$ cat config.mk
export PLATFORM = sky130hd
export DESIGN_NAME = positional_sequence_store
export DESIGN_NICKNAME = d
export VERILOG_FILES = /design/src/design/pss_pkg.sv /design/src/design/pss_ram.sv /design/src/design/positional_sequence_store.sv
export SDC_FILE = /design/constraint.sdc
export NUM_CORES = 2
export LEC_CHECK = 0
export BUFFER_PORTS_ARGS = -buffer_cell sky130_fd_sc_hd__buf_2
export CORE_ASPECT_RATIO = 1.2
export CORE_UTILIZATION = 60
export DETAILED_ROUTE_END_ITERATION = 16
export PLACE_DENSITY = 0.76
export RECOVER_POWER = 50
export SETUP_SLACK_MARGIN = 0.2
export SYNTH_ARGS = -nofsm -noshare
export SYNTH_HDL_FRONTEND = slang
export SYNTH_SLANG_ARGS = --single-unit
$ cat constraint.sdc
create_clock -name clk -period 10.3 [get_ports clk]
set_input_delay 0.515 -clock clk [delete_from_list [all_inputs] [get_ports clk]]
set_output_delay 0.515 -clock clk [all_outputs]
set_load 0.02 [all_outputs]
$ cat src/design/pss_pkg.sv
// package: types, codes and defaults for the positional sequence store
package pss_pkg;

  localparam int PSS_CAPACITY = 64;
  localparam int WORD_W       = 32;

  localparam logic [2:0] MODE_PUSH_FRONT = 3'd0;
  localparam logic [2:0] MODE_PUSH_BACK  = 3'd1;
  localparam logic [2:0] MODE_POP_FRONT  = 3'd2;
  localparam logic [2:0] MODE_POP_BACK   = 3'd3;
  localparam logic [2:0] MODE_INSERT     = 3'd4;
  localparam logic [2:0] MODE_ERASE      = 3'd5;
  localparam logic [2:0] MODE_QUERY      = 3'd6;

  localparam logic [1:0] ST_OK    = 2'd0;
  localparam logic [1:0] ST_RANGE = 2'd1;
  localparam logic [1:0] ST_FULL  = 2'd2;
  localparam logic [1:0] ST_EMPTY = 2'd3;

  typedef struct packed {
    logic [2:0]               mode;
    logic [6:0]               position;
    logic signed [WORD_W-1:0] value;
  } request_t;

  typedef struct packed {
    logic [1:0]               status;
    logic signed [WORD_W-1:0] front_value;
    logic signed [WORD_W-1:0] back_value;
    logic [6:0]               count;
    logic                     is_empty;
  } result_t;

  typedef enum logic [2:0] {
    S_IDLE,
    S_PRIME,
    S_SHIFT,
    S_FILL,
    S_RD_FRONT,
    S_RD_BACK,
    S_RESULT
  } state_t;

endpackage

$ cat src/design/pss_ram.sv
// generic single-write, single-read ram with registered read data
module pss_ram #(
  parameter int WIDTH = 32,
  parameter int DEPTH = 64
) (
  input  logic                     clk,
  input  logic                     we,
  input  logic [$clog2(DEPTH)-1:0] waddr,
  input  logic [WIDTH-1:0]         wdata,
  input  logic [$clog2(DEPTH)-1:0] raddr,
  output logic [WIDTH-1:0]         rdata
);

  logic [WIDTH-1:0] mem [DEPTH];

  always_ff @(posedge clk) begin
    if (we) begin
      mem[waddr] <= wdata;
    end
    rdata <= mem[raddr];
  end

endmodule

$ cat src/design/positional_sequence_store.sv
// top level: bounded ordered sequence with positional insert and erase
//
// Command channel: a request (mode, position, value) transfers at a rising
// edge where start is high and busy is low. busy stays high until the result
// has been shown. Result channel: done is high for exactly one cycle and the
// result (status, front and back values, count, empty flag) is valid in that
// cycle only; the receiver cannot stall it.
// Elements sit packed at the low end of one ram, entry 0 at the front. Insert
// and push open a gap by moving every element behind the position up one
// entry; erase and pop close it by moving them down. One element moves per
// cycle through the ram's read and write ports, after a priming read when any
// element moves; push and insert then write the new value. A new request can
// transfer in the cycle after done.
// Front and back are fetched from the ram after the move.
// Reset empties the list at once; no clearing pass over the ram is needed.
module positional_sequence_store #(
  parameter int CAPACITY = pss_pkg::PSS_CAPACITY
) (
  input  logic              clk,
  input  logic              rst,
  input  logic              start,
  input  pss_pkg::request_t request,
  output logic              busy,
  output logic              done,
  output pss_pkg::result_t  result
);
  import pss_pkg::*;

  localparam int AW = $clog2(CAPACITY);
  localparam int CW = $clog2(CAPACITY + 1);
  localparam int PW = ((CW > 7) ? CW : 7) + 1;

  state_t            state, state_next;
  logic              up, up_next;
  logic [AW-1:0]     ptr, ptr_next;
  logic [AW-1:0]     idx, idx_next;
  logic [CW-1:0]     rem, rem_next;
  logic [WORD_W-1:0] val, val_next;
  logic [1:0]        status, status_next;
  logic [CW-1:0]     count, count_next;
  logic [WORD_W-1:0] front, front_next;

  logic              grow, shrink;
  logic [PW-1:0]     cnt_ext, pos_ext, idx_w, rem_w;
  logic              full;
  logic [1:0]        status_dec;

  logic              we;
  logic [AW-1:0]     waddr, raddr;
  logic [WORD_W-1:0] wdata, rdata;

  pss_ram #(
    .WIDTH(WORD_W),
    .DEPTH(CAPACITY)
  ) u_ram (
    .clk  (clk),
    .we   (we),
    .waddr(waddr),
    .wdata(wdata),
    .raddr(raddr),
    .rdata(rdata)
  );

  always_ff @(posedge clk) begin
    if (rst) begin
      state <= S_IDLE;
      count <= '0;
    end else begin
      state <= state_next;
      count <= count_next;
    end
    up     <= up_next;
    ptr    <= ptr_next;
    idx    <= idx_next;
    rem    <= rem_next;
    val    <= val_next;
    status <= status_next;
    front  <= front_next;
  end

  // command decode
  always_comb begin
    cnt_ext = PW'(count);
    pos_ext = PW'(request.position);
    full    = (count == CW'(CAPACITY));
    grow    = 1'b0;
    shrink  = 1'b0;
    idx_w   = '0;
    status_dec = ST_OK;
    case (request.mode)
      MODE_PUSH_FRONT, MODE_PUSH_BACK: begin
        if (full) begin
          status_dec = ST_FULL;
        end else begin
          grow  = 1'b1;
          idx_w = (request.mode == MODE_PUSH_FRONT) ? '0 : cnt_ext;
        end
      end
      MODE_POP_FRONT, MODE_POP_BACK: begin
        if (count == '0) begin
          status_dec = ST_EMPTY;
        end else begin
          shrink = 1'b1;
          idx_w  = (request.mode == MODE_POP_FRONT) ? '0 : cnt_ext - PW'(1);
        end
      end
      MODE_INSERT: begin
        if (pos_ext == '0 || pos_ext > cnt_ext + PW'(1)) begin
          status_dec = ST_RANGE;
        end else if (full) begin
          status_dec = ST_FULL;
        end else begin
          grow  = 1'b1;
          idx_w = pos_ext - PW'(1);
        end
      end
      MODE_ERASE: begin
        if (pos_ext == '0 || pos_ext > cnt_ext) begin
          status_dec = ST_RANGE;
        end else begin
          shrink = 1'b1;
          idx_w  = pos_ext - PW'(1);
        end
      end
      default: begin
        status_dec = ST_OK;
      end
    endcase
    rem_w = grow ? (cnt_ext - idx_w) : (cnt_ext - PW'(1) - idx_w);
  end

  // sequencer
  always_comb begin
    state_next  = state;
    up_next     = up;
    ptr_next    = ptr;
    idx_next    = idx;
    rem_next    = rem;
    val_next    = val;
    status_next = status;
    count_next  = count;
    front_next  = front;
    we          = 1'b0;
    waddr       = ptr;
    wdata       = rdata;
    raddr       = '0;
    busy        = (state != S_IDLE);
    done        = 1'b0;
    case (state)
      S_IDLE: begin
        if (start) begin
          status_next = status_dec;
          val_next    = request.value;
          up_next     = grow;
          idx_next    = idx_w[AW-1:0];
          rem_next    = rem_w[CW-1:0];
          ptr_next    = grow ? AW'(count) : idx_w[AW-1:0];
          if (grow) begin
            count_next = count + CW'(1);
            state_next = (rem_w == '0) ? S_FILL : S_PRIME;
          end else if (shrink) begin
            count_next = count - CW'(1);
            state_next = (rem_w == '0) ? S_RD_FRONT : S_PRIME;
          end else begin
            state_next = S_RD_FRONT;
          end
        end
      end
      S_PRIME: begin
        raddr      = up ? ptr - AW'(1) : ptr + AW'(1);
        state_next = S_SHIFT;
      end
      S_SHIFT: begin
        we       = 1'b1;
        waddr    = ptr;
        wdata    = rdata;
        ptr_next = up ? ptr - AW'(1) : ptr + AW'(1);
        rem_next = rem - CW'(1);
        raddr    = up ? ptr_next - AW'(1) : ptr_next + AW'(1);
        if (rem == CW'(1)) begin
          state_next = up ? S_FILL : S_RD_FRONT;
        end
      end
      S_FILL: begin
        we         = 1'b1;
        waddr      = idx;
        wdata      = val;
        state_next = S_RD_FRONT;
      end
      S_RD_FRONT: begin
        raddr      = '0;
        state_next = S_RD_BACK;
      end
      S_RD_BACK: begin
        front_next = rdata;
        raddr      = AW'(count - CW'(1));
        state_next = S_RESULT;
      end
      S_RESULT: begin
        done       = 1'b1;
        state_next = S_IDLE;
      end
      default: begin
        state_next = S_IDLE;
      end
    endcase
  end

  always_comb begin
    result.status      = status;
    result.front_value = (count == '0) ? '0 : $signed(front);
    result.back_value  = (count == '0) ? '0 : $signed(rdata);
    result.count       = 7'(count);
    result.is_empty    = (count == '0);
  end

endmodule

# After elaboration in Yosys (flattened, before gate mapping)
# Memories as Yosys holds them, arrays and structs flattened. A register that Yosys moved wholly into a read port is not among the register bits.
# Index checks and enable logic that the tools add are counted.
# totals
wordCells,102
register_bits,96
n_memories,1
output_inout_bits,76
romBits,0
ram_bits,2048
latchBits,0
in_bits,45
# memory_table
memory,depth,width,read_ports,rd_ports_with_merged_regs,wr,line_no,source
u_ram.mem,64,32,1,1,1,pss_ram.sv:14,logic [WIDTH-1:0] mem [DEPTH];
# op_classes
bitwise,0
div,0
reduce_logical,17
eq_ne,15
mux,46
magnitude_cmp,2
multipliers,0
add_sub_neg,12
shifts,0
# op_table
operator,n
32-bit 2-to-1 mux,3
8-bit 2-to-1 mux,6
7-bit 2-to-1 mux,5
8-bit case mux with 4 select lines,1
6-bit 2-to-1 mux,5
3-bit 2-to-1 mux,6
3-bit case mux with 6 select lines,1
6-bit case mux with 3 select lines,1
7-bit by 1-bit subtractor with 8-bit output (second input constant),2
3-bit == test (second input constant),5
7-bit logical NOT,2
7-bit case mux with 2 select lines,1
7-bit by 1-bit subtractor with 7-bit output (second input constant),2
6-bit by 1-bit adder with 6-bit output (second input constant),2
3-bit by 2-bit == test with 1-bit output (second input constant),4
6-bit case mux with 2 select lines,1
6-bit by 1-bit subtractor with 6-bit output (second input constant),2
1-bit 2-to-1 mux,9
7-bit by 1-bit adder with 8-bit output (second input constant),1
7-bit by 8-bit > comparator with 1-bit output,1
8-bit logical NOT,1
2-bit 2-to-1 mux,4
2-bit case mux with 4 select lines,1
7-bit by 8-bit subtractor with 8-bit output,1
15 further kinds,25

# Depth between registers and ports, before layout
# logic_depth
word_depth,13
depth_mapped,25
mapped_depth_nobuf,24

# Modules after synthesis
# Synthesis repeated with hierarchy kept, for this count alone.
# unflattened
hier_cells,3913
hier_area_um2,84676.2
# by_module_without_submodules
mod,instances,seq_area_each_um2,area_per_inst_um2,cells_each
pss_ram,1,62139.6,78515.3,3324
positional_sequence_store,1,2782.7,6160.9,589

# Worst setup path before layout
# Ideal clock, no wire load.
# synth_timing
kind,register to register
startpoint,reg count[4]
endpoint,reg state[0]
n_path_buf,3
setup_ps,132
required_time_ps,10168
setup_slack_ps,5254
arrival_time_ps,4915
synth_period_minus_slack_ps,5046
stages_incl_launch_ff,26
path_cell_list,dfxtp_1 clkbuf_1 inv_2 nor3_1 nand3_1 xnor2_1 ha_1 and3_1 a221oi_1 nand3_1 nand2_1 nand2_1 buf_1 buf_2 ha_1 ha_1 inv_1 fa_1 a211oi_1 nor2_1 a21o_1 a21oi_1 xor2_1 nand4_1 o211ai_1 a311oi_1
# synth_between
elab_chain_cells,13
word_cells_on_any_way,31
classes_between,add/sub (4); order compare (2); eq/ne (1); mux (20); reduce/logical (4)
# synth_rtl
element,line_no,source
from (decl),positional_sequence_store.sv:40,"logic [CW-1:0] count, count_next;"
from (signal assigned),positional_sequence_store.sv:70,count <= count_next;
7-bit by 1-bit adder with 8-bit output,positional_sequence_store.sv:108,if (pos_ext == '0 || pos_ext > cnt_ext + PW'(1)) begin
7-bit by 8-bit > comparator with 1-bit output,positional_sequence_store.sv:108,
1-bit logical OR,positional_sequence_store.sv:108,
8-bit 2-to-1 mux,positional_sequence_store.sv:108,
8-bit case mux with 4 select lines,positional_sequence_store.sv:90,case (request.mode)
8-bit subtractor / 7-bit by 8-bit subtractor with 8-bit output (equally long branches),positional_sequence_store.sv:129,rem_w = grow ? (cnt_ext - idx_w) : (cnt_ext - PW'(1) - idx_w);
8-bit 2-to-1 mux,positional_sequence_store.sv:129,
8-bit logical NOT,positional_sequence_store.sv:163,state_next = (rem_w == '0) ? S_RD_FRONT : S_PRIME;
3-bit 2-to-1 mux,positional_sequence_store.sv:163,
3-bit 2-to-1 mux,positional_sequence_store.sv:161,end else if (shrink) begin
3-bit 2-to-1 mux (*),positional_sequence_store.sv:158,if (grow) begin
3-bit 2-to-1 mux (*),positional_sequence_store.sv:151,if (start) begin
3-bit case mux with 6 select lines (*),positional_sequence_store.sv:149,case (state)
to (signal assigned),positional_sequence_store.sv:69,state <= state_next;
to (decl),positional_sequence_store.sv:33,"state_t state, state_next;"
# Mark *: on every way between the ends. The rest lies on a longest branch, timed or not. The select of a mux whose other input is x is not followed.
# A chain may end at the register's enable or synchronous reset.

# Worst setup path in the final report
# layout_timing
startpoint,reg state[1]
endpoint,mem u_ram.mem[27][14] (data pin)
# layout_between
elab_chain_cells,2
# layout_rtl
element,line_no,source
3-bit by 2-bit == test with 1-bit output,positional_sequence_store.sv:149,
32-bit 2-to-1 mux,positional_sequence_store.sv:149,
net u_ram.wdata[14],pss_ram.sv:9,"input logic [WIDTH-1:0] wdata,"
to (decl),pss_ram.sv:14,
# The timed path passes the listed nets, and every way through them passes these cells.

==> metrics.md <==
| Metric | Value |
|---|---|
| Status | finished with violations |
| Violated checks | max-capacitance violations, max-slew violations |
| Maxcap violations | 34 |
| Post-DRT Antenna Nets | 0 |
| Largest net degree at the start of global routing | 213 |
| Peak VDD IR | 291 µV |
| Layout cells sized above 1 | 8.74% |
| Top-area cell type share of the netlist area | 71.6% |
| CTS tree | built |
| Minimum clock period | 6.64 ns |
| Reg2reg setup slack | 3.66 ns |
| Clk root buf | clkbuf_16 |
| Final Skew | 0.0307 ns |
| Worst-Margin Slew | 3.09 ns |
| Post-synthesis sequential area ratio | 72.6% |
| Final HPWL DP | 117000 µm |
| Worst-Skew Late Latency | 0.83 ns |
| Overflow after GRT | 0 |
| Synthesized area | 89500 µm² |
| I/O Buffers | 120 |
| Setup tns final | 0 ns |
| Slew margin rel. | -106% |
| Area post-placement | 92200 µm² |
| Remaining DRCs | 0 |
| Highest clock rate | 151 MHz |
| Area Overhead vs Synth | 10.4% |
| Fill cell count | 9804 |
| Die W | 354 µm |
| CP arrival | 6.84 ns |
| GPL Wtd Cong | 0.875 |
| Non-filler instance count after layout | 8455 |
| Crit-path max FO | 64 |
| WP data required | 10.50 ns |
| Vias in the first global route | 51.6k |
| Total Routing Usage GR | 29.3% |
| Initial antenna violation count | 6 |
| Netlist cell types | 67 |
| LEAKAGE | 34.3 nW |
| Hold Crit Start | request[41] |
| DR vias/cell | 6.32 |
| Critical path type | register to register |
| Bufs on Longest Clock Path | 3 |
| Avg Cell Area, Syn | 14.2 µm² |
| H-tree lvl count | 4 |
| Synth area leader | edfxtp_1 |
| Synth Register Bits | 2176 |
| Ys flop type | edfxtp_1 |
| Core ar. | 147000 µm² |
| Row Count | 154 |
| Wirelength per Cell | 26.3 µm |
| Finish-stage setup viols | 0 |
| Design Area, Final | 98700 µm² |
| Pwr dens | 300 nW/µm² |
| Async set-reset flop share out of synthesis | 0% |
| Synth area leaders | edfxtp_1, mux2i_1, nand2_1 |
| EDFF count, synth | 2134 |
| Max Slew Vio Count | 2038 |
| Total CTS buffers | 196 |
| Tcrit/Tclk final | 64.4% |
| Clock-pin slew on the worst setup and hold paths | 0.07 ns |
| Pwr Total | 29.6 mW |
| RSZ-0062 raised after global routing | false |
| Synth Instances | 6285 |
| Die Ht | 425 µm |
| Nets@finish | 6418 |
| Critical R2R Launch | state[1] |
| Post-CTS Setup Inserts | 0 |
| CP Launch Type | register |
| Worst Hold Class | primary input to register |
| Synthesized Nets | 6369 |
| CTS Sinks | 2176 |
| Die area | 151000 µm² |
| CP Capture Type | register |
| Number of detailed-route iterations in the first pass | 6 |
| Post-Route WL | 223000 µm |
| # IOs | 121 |
| Starting Density | 60.7% |
| First DRT Iteration DRCs | 6526 |
| Total number of vias | 53.5k |
| Final count of hold timing violations | 0 |
| Synth warnings | 0 |
| Crit path from | state[1] |
| First-pass GRT wire length | 325000 µm |
| Placed cells | 8053 |
==> synthesized netlist by cell type (4+ instances only) <==
master	count
a311oi_1	4
buf_4	8
nand2_1	1189
ha_1	37
nor2b_1	7
edfxtp_1	2134
a211oi_1	515
o21ai_0	34
buf_1	29
nand2b_1	9
o211ai_1	4
a22oi_1	4
mux2i_1	476
buf_6	9
o31ai_1	5
nand4_1	8
and2_0	284
nor3_1	18
a21oi_1	29
o22ai_1	4
nor2_1	102
and2_1	294
dfxtp_1	42
nand3b_1	6
a21o_1	9
xor2_1	12
clkbuf_2	12
nand3_1	14
or3_1	4
buf_2	174
a31oi_1	512
inv_1	24
clkbuf_1	193
xnor2_1	30
==> cells in the final DEF, fill, tap and decap left out, types with 38 or more instances in the layout <==
master,instances
nor2_1,38
mux2i_1,476
edfxtp_1,2134
clkinv_1,43
nand2_1,1180
a211oi_1,515
nor2_4,64
buf_4,97
clkbuf_16,202
and2_0,286
buf_2,94
dfxtp_1,42
a31oi_1,512
and2_1,292
clkinv_2,40
clkbuf_1,85
==> cell families after synthesis <==
group,synth area share (%)
AOI/OAI and AO/OA,8.83
xor gates and xnor gates,0.411
adders and majority gates,0.562
buffers and inverters,2.28
DFF,72.6
muxes,5.33
and+or+nand+nor,10.0
==> through the flow <==
| step | worst slack, ns | hold WS [ns] | utilization [%] |
|---|---|---|---|
| 2_1_floorplan | 5.25 | 0.422 | - |
| 3_3_place_gp | 4.23 | 0.461 | 62.6 |
| 3_5_place_dp | 4.27 | 0.471 | 62.6 |
| 4_1_cts | 4.25 | 0.0845 | 67.1 |
| 5_1_grt | 3.25 | 0.143 | 67.0 |
| 6_report | 3.66 | 0.146 | 67.0 |
==> where the power goes <==
group / switching (mW) / internal, mW
clock network: 3.11 / 4.03
logic: 7.45 / 3.26
registers: 0.281 / 11.5
==> flip-flops by register name, summed over array words and instances, names as in the netlist <==
signal       count
u_ram.mem     2048
front           32
u_ram.rdata     32
val             32
count            7
rem              7
idx              6
ptr              6
state            3
status           2
up               1
==> cell type report <==
| type | count | area [µm²] | area share (%) |
|---|---|---|---|
| diodes | 5 | 12.5 | 0.0127 |
| clock buffers | 251 | 5300 | 5.37 |
| inverters | 28 | 105 | 0.106 |
| well taps | 1950 | 2440 | 2.47 |
| repair buffers | 277 | 1910 | 1.93 |
| clock inverters | 113 | 1000 | 1.01 |
| multi-input cells | 3655 | 23000 | 23.3 |
| flip-flops and latches | 2176 | 64900 | 65.8 |
==> worst paths after layout <==
path	to	depth (start not counted)
max	u_ram.mem[27][14]	6
min	status[0]	2
max reg2reg	u_ram.mem[27][14]	6
min reg2reg	front[8]	0
==> what timing repair did <==
action / in CTS / in global routing
hold buffers: 33 / 0
resized for setup: 0 / 0
hold endpoints to repair: 35 / 0
==> worst max-delay path, stage by stage (launching register included) <==
cell and delay [ns]:
dfxtp_1 0.54, inv_1 0.17, nor2_1 0.20, and2_0 2.25
nand2_1 0.55, nand2_2 0.17, clkbuf_1 1.99
==> layer usage <==
| layer | vias to the layer above | track usage (%) | share of wire [%] |
|---|---|---|---|
| li1 | 23800 | - | - |
| met1 | 26700 | 39.0 | 38 |
| met2 | 2449 | 48.4 | 49 |
| met3 | 503 | 4.30 | 8.3 |
| met4 | 0 | 12.7 | 4.3 |
| met5 | - | 0 | 0 |
Power figures use the tool's default switching activity.
